File: src/hdl/pnc_pkg.sv
// ----------------------------------------------------------------------------
// pnc_pkg: shared types and constants for the palette colour mapper
// Command codes, register indexes, word layouts and the luma weighting.
// ----------------------------------------------------------------------------
package pnc_pkg;

    localparam int PALETTE_ENTRIES_DEF = 256;
    localparam int GSI_DEPTH           = 256;

    localparam logic [1:0] CMD_LOAD  = 2'd0;
    localparam logic [1:0] CMD_BUILD = 2'd1;
    localparam logic [1:0] CMD_MAP   = 2'd2;

    localparam logic CFG_COLORS = 1'b0;
    localparam logic CFG_DITHER = 1'b1;

    localparam logic [9:0] DIST_INIT = 10'd1000;

    localparam logic [8:0] LUMA_R = 9'd299;
    localparam logic [9:0] LUMA_G = 10'd587;
    localparam logic [6:0] LUMA_B = 7'd114;

    typedef struct packed {
        logic [1:0]  cmd;
        logic [7:0]  entry_addr;
        logic [7:0]  blue;
        logic [7:0]  green;
        logic [7:0]  red;
        logic [15:0] x_pos;
        logic [15:0] y_pos;
    } pnc_in_t;

    typedef struct packed {
        logic [7:0] color_index;
        logic       found;
    } pnc_out_t;

    // result of the shared distance unit
    typedef struct packed {
        logic [9:0]  cdist;
        logic [17:0] luma;
        logic [7:0]  idx;
    } pnc_dist_t;

    // stored entry: 7..0 blue, 15..8 green, 23..16 red, 31..24 original index
    function automatic logic [7:0] ent_b(input logic [31:0] e);
        return e[7:0];
    endfunction

    function automatic logic [7:0] ent_g(input logic [31:0] e);
        return e[15:8];
    endfunction

    function automatic logic [7:0] ent_r(input logic [31:0] e);
        return e[23:16];
    endfunction

    function automatic logic [7:0] ent_i(input logic [31:0] e);
        return e[31:24];
    endfunction

    // 299 R + 587 G + 114 B, max 255000
    function automatic logic [17:0] luma(input logic [7:0] b, input logic [7:0] g,
                                         input logic [7:0] r);
        logic [17:0] pr;
        logic [17:0] pg;
        logic [17:0] pb;
        pr = 18'(r) * 18'(LUMA_R);
        pg = 18'(g) * 18'(LUMA_G);
        pb = 18'(b) * 18'(LUMA_B);
        return pr + pg + pb;
    endfunction

    function automatic logic [7:0] absdiff(input logic [7:0] a, input logic [7:0] b);
        return (a > b) ? (a - b) : (b - a);
    endfunction

endpackage

File: src/hdl/pnc_dist.sv
// ----------------------------------------------------------------------------
// pnc_dist: shared colour distance unit
// Registers L1 distance, luma and original index of one palette word.
// ----------------------------------------------------------------------------
module pnc_dist (
    input  logic                aclk,
    input  logic [31:0]         entry,
    input  logic [7:0]          pix_b,
    input  logic [7:0]          pix_g,
    input  logic [7:0]          pix_r,
    output pnc_pkg::pnc_dist_t  res
);
    import pnc_pkg::*;

    pnc_dist_t res_next;

    always_comb begin
        res_next.cdist = 10'(absdiff(ent_b(entry), pix_b)) + 10'(absdiff(ent_g(entry), pix_g))
                       + 10'(absdiff(ent_r(entry), pix_r));
        res_next.luma  = luma(ent_b(entry), ent_g(entry), ent_r(entry));
        res_next.idx   = ent_i(entry);
    end

    always_ff @(posedge aclk) begin
        res <= res_next;
    end

endmodule

File: config.mk
export PLATFORM = sky130hd
export DESIGN_NAME = pnc_dist
export DESIGN_NICKNAME = d
export VERILOG_FILES = /design/src/hdl/pnc_pkg.sv /design/src/hdl/pnc_dist.sv
export SDC_FILE = /design/constraint.sdc
export NUM_CORES = 1
export LEC_CHECK = 0
export BUFFER_PORTS_ARGS = -buffer_cell sky130_fd_sc_hd__buf_2
export CAP_MARGIN = 5
export CORE_MARGIN = 2
export CORE_UTILIZATION = 65
export DETAILED_ROUTE_END_ITERATION = 10
export HOLD_SLACK_MARGIN = 0.1
export PLACE_DENSITY = 0.86
export SLEW_MARGIN = 20
export SYNTH_ARGS = -nofsm -noshare
export SYNTH_HDL_FRONTEND = slang
export SYNTH_SLANG_ARGS = --single-unit
File: constraint.sdc
create_clock -name aclk -period 15.3 [get_ports aclk]
set_clock_uncertainty 0.15 [all_clocks]
set_input_delay 0 -clock aclk [delete_from_list [all_inputs] [get_ports aclk]]
set_output_delay 0 -clock aclk [all_outputs]
set_load 0.02 [all_outputs]
# --- Yosys cells after proc, flatten, opt, wreduce, memory -nomap -nowiden ---
# Index checks and enable logic that the tools add are counted.
word_totals:
  ff_bits: 36
  input_bits: 57
  output_inout_bits: 36
  elab_cells: 22
classes:
  addsub: 10
  n_mul: 3
  order_cmp: 3
  n_mux: 3
op_table:
  columns: ["cell", "count"]
  rows:
  - ["8-bit subtractor", 6]
  - ["8-bit > comparator", 3]
  - ["8-bit 2-to-1 mux", 3]
  - ["17-bit by 18-bit adder with 18-bit output", 1]
  - ["18-bit by 15-bit adder with 18-bit output", 1]
  - ["8-bit by 10-bit multiplier with 18-bit output, second input constant", 1]
  - ["8-bit by 9-bit multiplier with 17-bit output, second input constant", 1]
  - ["8-bit by 6-bit multiplier with 14-bit output, second input constant", 1]
  - ["9-bit by 8-bit adder with 10-bit output", 1]
  - ["8-bit by 8-bit adder with 9-bit output", 1]

# --- Logic depth before layout (Yosys ltp) ---
# Gate-level depths: netlist (run 1).
logic_depth:
  word_depth: 4
  mapped_depth: 24
  depth_no_buf: 24

# --- Worst setup path before layout (run 1) ---
# Ideal clock, no wire load.
synth_timing:
  path_kind: "input -> register"
  start: "input port entry[0]"
  end: "register res[23] (netlist name)"
  setup_ns: 0.118
  t_arrival_ns: 5.315
  t_required_ns: 15.032
  path_slack_ns: 9.717
  path_stages: 21
  n_path_buf: 0
  cell_sequence: "fa_1 -> inv_1 -> fa_1 -> inv_1 -> ha_1 -> ha_1 -> fa_1 -> xor2_1 -> ha_1 -> inv_1 -> fa_1 -> fa_1 -> fa_1 -> inv_1 -> ha_1 -> a21oi_1 -> o21a_1 -> or3b_2 -> o2111ai_1 -> a21oi_1 -> xnor2_1"
synth_rtl:
  columns: ["element", "line", "text"]
  rows:
  - ["from (decl)", "pnc_dist.sv:7", "input logic [31:0] entry,"]
  - ["to (signal assigned)", "pnc_dist.sv:25", "res <= res_next;"]
  - ["to (decl)", "pnc_dist.sv:11", "output pnc_pkg::pnc_dist_t res"]

==> results.txt, run 1 <==
Setup repair after global routing left no endpoint under its margin. The placed cell area is 7560 µm². Data arrives at the worst endpoint at between 5000 and 6000 ps. In the final layout, the multi-input gates occupy ~5500 µm². The tree is rooted in a sky130_fd_sc_hd__clkbuf_8.

The peak ir drop on the vdd network is just over 0.4 mV. The most frequent cell on the critical path is sky130_fd_sc_hd__fa_1. The count of buffers inserted at the top-level ports came out at just over 90. The count of pins on the block boundary came out at just over 90. Together, buffers and inverters on the worst path number 5. In this run the worst hold path is classified as in2reg. The count of max-cap constraint violations came out at 0. The max-slew violation total from the final report came out at 0. The worst slack after detailed placement came out at ~9300 ps. In this run the remaining antenna-violating nets after routing total 0. Fill cells in the final layout number 752.

Subtracting the final worst setup slack from the clock period gives about 5800 ps. The number of remaining DRC errors came out at 0. The via count of the first global-routing pass came to 5801. Among all flip-flop cells after synthesis, the most frequent one is sky130_fd_sc_hd__dfxtp_1. The count of distinct cell types in the synthesized netlist is 45. Broken down by cell family, the worst path's largest delay share belongs to adder cells. STA classifies the critical path startpoint as an input pin. The die covers roughly 12000 µm². Sorting the synthesized cells by area gives the leading types as sky130_fd_sc_hd__ha_1 (28%), sky130_fd_sc_hd__fa_1 (25%), sky130_fd_sc_hd__inv_1 (11%), sky130_fd_sc_hd__dfxtp_1 (10%), sky130_fd_sc_hd__xnor2_1 (3.5%). The placed wire-length estimate is between 10 and 15 mm. The static power due to leakage came out at roughly 4.3 nW. The number of enable-type register cells in the synthesized netlist is 0.

The number of detailed-route iterations in the first pass came out at 5. The detailed-route vias per instance came out at ~5.4. At the worst endpoint, the required time is between 15000 and 20000 ps. The die is 107 µm tall. The number of DRC markers in iteration 0 is between 300 and 400. The final standard cell area without fillers came out at about 7800 µm². The async set-or-reset flop fraction in the synthesized netlist came out at 0%. The worst setup path is of the in2reg kind. Summing over every cut layer, the via total after detailed routing is approximately 5400. TritonCTS built the clock tree. The slowest stage of the critical path belongs to the cell sky130_fd_sc_hd__fa_1.

The share of synthesized area occupied by flip-flops and latches came out at approximately a tenth. The largest registers in the layout are res x36. The number of nets in the layout came out at ~1100. The initial antenna violation count is 1. The final cell count without fillers came out at roughly 1000. The overall track demand over capacity in global routing is 29.4%.

The post-cts gate resize count came out at 0. The cell count along the critical path is 21. The wire length per cell after detailed routing is approximately 16 µm.

The worst hold path cell count is 3. res holds more flip-flops than any other register. The transition time at the pin with the least slew margin is 780 ps. The worst hold path begins at entry[8]. The count of final setup violators came out at 0. The total core area is 10400 µm². The signal on the critical path passes through buf_2, inv_1, fa_1, inv_1, fa_1, ha_1, fa_1, xor2_1, ha_1, fa_1, inv_1, fa_1, fa_1, inv_1, ha_1, a21oi_1, nor2_1, a211oi_1, o31ai_2, a311oi_1, xnor2_1. The total placed cells including tap cells is around 970. The starting utilization of the core area came out at roughly two thirds.

The register with the most flip-flops in the layout has 36 of them. Entering global routing, the biggest net connects 14 pins. The share of final-layout standard cells stronger than drive strength 1 is 13.4%. The biggest area contributor in the post-synthesis netlist is sky130_fd_sc_hd__ha_1.

The largest incremental delay on the critical path came out at ~550 ps. The signed area change from the synthesized netlist to the final layout came out at 11.6%. The total power density per cell area came out at 232 nW/µm². For this design, the sink count on the clock tree is 36.

The total overflow left after global routing is 0. The hold slack came out at about 100 ps. For hold timing, the worst endpoint is res[9]. The die width came out at about 110 µm. The number of buffers between clock root and the deepest sink is 2.

The biggest fanout along the worst timing path is 6. The synthesized cell area is approximately 7000 µm². The fmax came out at approximately 0.17 GHz.

Routability-driven placement finished with a final weighted congestion of around 0.93. The total negative slack is 0 ps. The routed wire length is between 15 and 20 mm. The area of all sequential standard cells came out at ~700 µm².

In this run the number of H-tree levels came out at 2. The synthesized area per cell is 9.37 µm². The clock-pin slew on the worst setup and hold paths is 80 ps.

The number of endpoints with negative hold slack in the final report is 0. Of the post-synthesis cell area, the dominant cell type holds roughly 28%. The post-synth net total came out at roughly 1000.

The critical path capture point type is a flip-flop. The flow ran to the end, and the final reports show no timing, DRC or antenna violations. The number of synthesized register bits is 36. The final critical path takes up 37.7% of the cycle. The first global-routing pass estimated between 20 and 30 mm of wire.

The post-synthesis instance total is between 700 and 800. The remaining max-slew budget at the tightest pin is ~48%. For this run, the number of Yosys warnings is 0. The worst path meets setup with approximately 9500 ps of slack. In this run, CTS created clock tree buffers numbering 5. The number of placement rows is 37.
-- stage by stage --
stage,power (mW),util [%]
floorplan,1.35,-
global placement,1.61,72.9
detailed placement,1.68,72.9
CTS,1.77,74.8
global route,1.99,74.8
finish,1.80,74.8
-- final cells by class --
class                      count  area share (%)
clock inverter                 3           0.307
multi-input combinational    501            70.3
inverter                     202            9.78
antenna                        1          0.0323
clock buffer                   5           0.887
tap                          136            2.19
timing repair buffer         102            7.23
sequential                    36            9.29
-- report_power, final --
group	leakage, nW	switching [mW]	internal (mW)
sequential	0.304	0.00797	0.158
clock	0.0404	0.0432	0.0323
combinational	3.98	0.900	0.656
total	4.33	0.951	0.847
-- per-layer routing --
metal	global-route usage (%)	vias up	part of all wire [%]
li1	-	2572	-
met1	36.2	2612	41
met2	53.3	134	52
met3	3.39	35	4.4
met4	10.2	0	2.8
met5	0	-	0
-- kinds of logic after synthesis --
| logic type | count (synthesis) | synth area share [%] |
|---|---|---|
| compound gates | 123 | 11.5 |
| flops | 36 | 10.4 |
| buf+inv | 205 | 11.2 |
| simple gates | 67 | 4.54 |
| mux | 27 | 4.09 |
| xor+xnor | 42 | 5.29 |
| fa+ha+maj | 242 | 53.0 |
-- worst max-delay path by stage --
stage / startpoint / end
finish: entry[1] / res[24]
global placement: entry[0] / res[23]
CTS: entry[1] / res[25]
floorplan: entry[0] / res[23]
detailed placement: entry[1] / res[25]
global route: entry[1] / res[25]
-- cells in the mapped netlist, types with 2 or more instances --
cell	instances
sky130_fd_sc_hd__a211oi_1	7
sky130_fd_sc_hd__a21boi_0	7
sky130_fd_sc_hd__a21o_1	13
sky130_fd_sc_hd__a21oi_1	45
sky130_fd_sc_hd__a21oi_2	2
sky130_fd_sc_hd__and2_1	3
sky130_fd_sc_hd__and2_4	2
sky130_fd_sc_hd__and3_1	2
sky130_fd_sc_hd__clkbuf_2	2
sky130_fd_sc_hd__dfxtp_1	36
sky130_fd_sc_hd__fa_1	87
sky130_fd_sc_hd__ha_1	155
sky130_fd_sc_hd__inv_1	202
sky130_fd_sc_hd__mux2_1	2
sky130_fd_sc_hd__mux2_4	2
sky130_fd_sc_hd__mux2i_1	22
sky130_fd_sc_hd__nand2_1	23
sky130_fd_sc_hd__nand3_1	4
sky130_fd_sc_hd__nand4_1	2
sky130_fd_sc_hd__nor2_1	19
sky130_fd_sc_hd__nor2b_1	5
sky130_fd_sc_hd__nor3_1	3
sky130_fd_sc_hd__o211ai_1	2
sky130_fd_sc_hd__o21a_1	5
sky130_fd_sc_hd__o21ai_0	18
sky130_fd_sc_hd__o21ai_4	2
sky130_fd_sc_hd__o21bai_1	9
sky130_fd_sc_hd__o22ai_1	2
sky130_fd_sc_hd__o41ai_1	3
sky130_fd_sc_hd__xnor2_1	28
sky130_fd_sc_hd__xor2_1	14
-- layout by cell type, fill, tap and decap left out, types with 2 or more instances in the layout --
| master | synthesis | routed |
|---|---|---|
| sky130_fd_sc_hd__mux2_1 | 2 | 2 |
| sky130_fd_sc_hd__o21ai_0 | 18 | 18 |
| sky130_fd_sc_hd__nand4_1 | 2 | 2 |
| sky130_fd_sc_hd__o21a_1 | 5 | 5 |
| sky130_fd_sc_hd__and2_4 | 2 | 2 |
| sky130_fd_sc_hd__a21oi_1 | 45 | 45 |
| sky130_fd_sc_hd__and2_1 | 3 | 3 |
| sky130_fd_sc_hd__xor2_1 | 14 | 14 |
| sky130_fd_sc_hd__nand3_1 | 4 | 4 |
| sky130_fd_sc_hd__dlygate4sd3_1 | 0 | 10 |
| sky130_fd_sc_hd__nor3_1 | 3 | 3 |
| sky130_fd_sc_hd__a21o_1 | 13 | 13 |
| sky130_fd_sc_hd__o22ai_1 | 2 | 2 |
| sky130_fd_sc_hd__a211oi_1 | 7 | 7 |
| sky130_fd_sc_hd__clkinvlp_4 | 0 | 2 |
| sky130_fd_sc_hd__a21boi_0 | 7 | 7 |
| sky130_fd_sc_hd__mux2i_1 | 22 | 22 |
| sky130_fd_sc_hd__clkbuf_8 | 0 | 5 |
| sky130_fd_sc_hd__inv_1 | 202 | 202 |
| sky130_fd_sc_hd__and3_1 | 2 | 2 |
| sky130_fd_sc_hd__dfxtp_1 | 36 | 36 |
| sky130_fd_sc_hd__nand2_1 | 23 | 23 |
| sky130_fd_sc_hd__o211ai_1 | 2 | 2 |
| sky130_fd_sc_hd__buf_2 | 0 | 92 |
| sky130_fd_sc_hd__o41ai_1 | 3 | 3 |
| sky130_fd_sc_hd__a21oi_2 | 2 | 2 |
| sky130_fd_sc_hd__mux2_4 | 2 | 2 |
| sky130_fd_sc_hd__o21ai_4 | 2 | 2 |
| sky130_fd_sc_hd__o21bai_1 | 9 | 9 |
| sky130_fd_sc_hd__nor2b_1 | 5 | 5 |
| sky130_fd_sc_hd__nor2_1 | 19 | 19 |
| sky130_fd_sc_hd__ha_1 | 155 | 155 |
| sky130_fd_sc_hd__fa_1 | 87 | 87 |
| sky130_fd_sc_hd__xnor2_1 | 28 | 28 |
-- what timing repair did --
action / 4_1_cts / 5_1_grt
hold endpoints to repair: 10 / 0
hold buffers: 10 / 0
endpoints found under the setup margin: 0 / 0
setup buffers: 0 / 0
Note: power is estimated with default switching activity, not from simulation.
==> run 2: changes to the inputs <==
--- a/config.mk
+++ b/config.mk
@@ -8,10 +8,10 @@
 export BUFFER_PORTS_ARGS = -buffer_cell sky130_fd_sc_hd__buf_2
 export CAP_MARGIN = 5
 export CORE_MARGIN = 2
-export CORE_UTILIZATION = 65
+export CORE_UTILIZATION = 61
 export DETAILED_ROUTE_END_ITERATION = 10
 export HOLD_SLACK_MARGIN = 0.1
-export PLACE_DENSITY = 0.86
+export PLACE_DENSITY = 0.82
 export SLEW_MARGIN = 20
 export SYNTH_ARGS = -nofsm -noshare
 export SYNTH_HDL_FRONTEND = slang
==> constraint.sdc (replaced) <==
create_clock -name aclk -period 5.33 [get_ports aclk]
set_clock_uncertainty 0.15 [all_clocks]
set_input_delay 0 -clock aclk [delete_from_list [all_inputs] [get_ports aclk]]
set_output_delay 0 -clock aclk [all_outputs]
set_load 0.02 [all_outputs]
==> results.txt, run 2 (synthesis gave the netlist of run 1 again) <==
The count of pins on the block boundary was 93 (unchanged). The cell chosen for the clock root is sky130_fd_sc_hd__clkbuf_16. The final RePlAce weighted congestion came to 0.892 (-3.8%). The post-layout worst setup margin is -57.7 ps (-9580 ps). The critical path capture point type is a flip-flop. The library cells used most frequently in the layout, excluding fill and tap cells, are sky130_fd_sc_hd__inv_1 (196), sky130_fd_sc_hd__ha_1 (143), sky130_fd_sc_hd__buf_2 (90). The transition time at the pin with the least slew margin is 400 ps (-380 ps). The biggest fanout along the worst timing path is 3 (-3).

The largest registers in the layout are res x36. The number of sinks on the clock net was 36 (unchanged). The area of all sequential standard cells came out at 721 µm² (unchanged).

The total negative slack is -57.7 ps (-57.7 ps). The number of buffers between clock root and the deepest sink is 2 (unchanged). The checks that failed: negative setup slack.

The routed length on met3 is 834 µm (+20%). The worst hold path cell count is 4 (+1). The area of the multi-input gates is 5750 µm² (+5.5%). The clock-pin slew on the worst setup and hold paths is 70 ps (about the same).

The pin count of the biggest net entering global routing is 14 (unchanged). The number of nets in the layout is 1185 (+3.3%). The largest incremental delay on the critical path came out at 610 ps (+60 ps).

The share of final-layout standard cells stronger than drive strength 1 is 21.8% (+8.3 points). The count of max-cap constraint violations is 0 (unchanged). The worst path arrival time is 5420 ps (-440 ps). The routed wire length came out at 17.4 mm (+8.9%). The sum of routed wire segments on met1 came to 7.08 mm (+7.5%). The final cell count without fillers is 1028 (+4.3%).

The worst hold path class is in2reg. The critical path's top delay family is adder cells. The worst min-delay path startpoint is pix_b[0]. The remaining max-slew budget at the tightest pin came out at 73.0% (+25 points). The signed area change from the synthesized netlist to the final layout came out at 21.4%. The routed design could run at a clock period as short as around 5400 ps. The clock buffer count from CTS is 5 (unchanged). The number of endpoints with negative hold slack in the final report came out at 0 (unchanged). The category of the worst setup path launch point is an input pin. The number of remaining DRC errors came to 0 (unchanged). The number of placement rows came to 38 (+2.7%). res holds more flip-flops than any other register. Setup repair after global routing could not meet its margin everywhere. The count of final setup violators is 1 (+1). The largest individual stage delay along the critical path comes from the cell sky130_fd_sc_hd__fa_1. The placed wire-length estimate was 14.1 mm (+2.8%). The number of routed nets with antenna violations is 0 (unchanged). The starting utilization of the core area came to 63.3% (-3.7 points). The max-slew violation total from the final report came out at 0 (unchanged). The total core area was 11000 µm² (+5.9%). The setup path with the least slack is of type in2reg. The initial antenna violation count was 0 (-1). The total placed cells including tap cells is 1007 (+4.1%).

The signal on the critical path passes through buf_6, fa_1, inv_1, fa_1, inv_2, ha_4, ha_4, fa_2, xor2_4, ha_4, fa_1, inv_2, fa_1, fa_1, inv_2, ha_4, a21oi_4, nor2_2, a211oi_2, o31ai_4, a311oi_2, xnor2_1. The via count of the first global-routing pass came out at 6046 (+4.2%). The area of the die was 12300 µm² (+6.3%).

The most frequent cell on the critical path is sky130_fd_sc_hd__fa_1. The final standard cell area without fillers is 8440 µm² (+8.8%). The number of DRC markers in iteration 0 came to 308 (-8.1%). The amount of wire on met2 after detailed routing is 8.86 mm (+7.6%).

The placed cell area is 7910 µm² (+4.6%). The total buffers and inverters traversed by the critical path was 5 (unchanged). The count of buffers inserted at the top-level ports was 92 (unchanged). The wire length per cell after detailed routing was 16.9 µm (+4.4%). The critical path data required time came to 5360 ps (-10030 ps). The total vias in the final route was 5605 (+4.7%). The top routing layer in use is met4. The worst hold path terminates at res[26]. The die width came to 111 µm (+3.1%). Based on the critical path, the design can be clocked at up to 0.186 GHz. The final critical-path share of the clock period came out at 101%. The final global-route overflow total is 0 (unchanged). The number of flip-flops under the largest register name came out at 36 (unchanged). TritonCTS built the clock tree. The depth of the CTS H-tree came out at 2 (unchanged).

The most frequent standard cell in the layout excluding fill and tap cells is sky130_fd_sc_hd__inv_1. The number of detailed-route iterations in the first pass is 5 (unchanged). The detailed-route vias per instance came out at 5.45 (+0.43%). The die boundary height is 111 µm (+3.1%). The run finished, with violations left. The overall track demand over capacity in global routing was 28.7% (-0.75 points). The filler cell count in the final layout is 733 (-2.5%). The wire length of the first global-routing pass was 28.3 mm (+5.9%).
==> run 2: cell types whose count changed in the layout (fill, tap and decap cells not counted), sizes merged <==
cell and change:
clkinv -1, inv +1, bufinv +1, buf +38, clkinvlp -1
==> run 2: routing by layer <==
layer	global-route usage, %	up-vias
met3	4.65	50
met2	50.5	183
met4	11.9	0
li1	-	2652
met5	0	-
met1	34.8	2720
==> run 2: how the worst max path moves through the flow <==
stage,from,to,slack [ps],depth (start not counted)
4_1_cts,entry[0],res[23],9,22
3_3_place_gp,entry[1],res[25],-300,23
5_1_grt,entry[0],res[24],-190,22
3_5_place_dp,entry[1],res[25],-520,23
6_report,entry[0],res[24],-60,22
2_1_floorplan,entry[1],res[25],40,22
==> run 2: timing repair <==
item / CTS / global route
gates resized for setup: 19 / 27
setup endpoints to repair: 5 / 6
buffers inserted: 1 / 1
endpoints found under the hold margin: 10 / 0
pin swaps: 10 / 31
hold buffers: 10 / 0
cloned: 0 / 0
==> run 2: stage by stage <==
stage | utilization [%] | setup WS (ps) | hold WS, ps
after floorplan | - | 35.4 | -122
after global placement | 72.0 | -305 | -48.3
after detailed placement | 72.0 | -515 | -45.9
after global routing | 76.8 | -190 | 201
after CTS | 75.6 | 9.08 | 172
final | 76.8 | -57.7 | 165
==> run 2: cell type report <==
class                      count  area share (%)
timing repair buffer         140            10.2
clock inverter                 3           0.549
clock buffer                   5            1.48
multi-input combinational    501            68.1
inverter                     202            8.98
tap                          140            2.08
antenna                        1          0.0297
sequential                    36            8.54
==> run 2: tightest hold or removal path: cells and delay by family <==
family	cells	cell delay (ps)
fa+ha+maj	2	380
buf+inv	2	190
Power of run 2 is left out: the tool's default activity adds up to more than one toggle a clock period on the data nets, which glitch-free logic cannot reach.
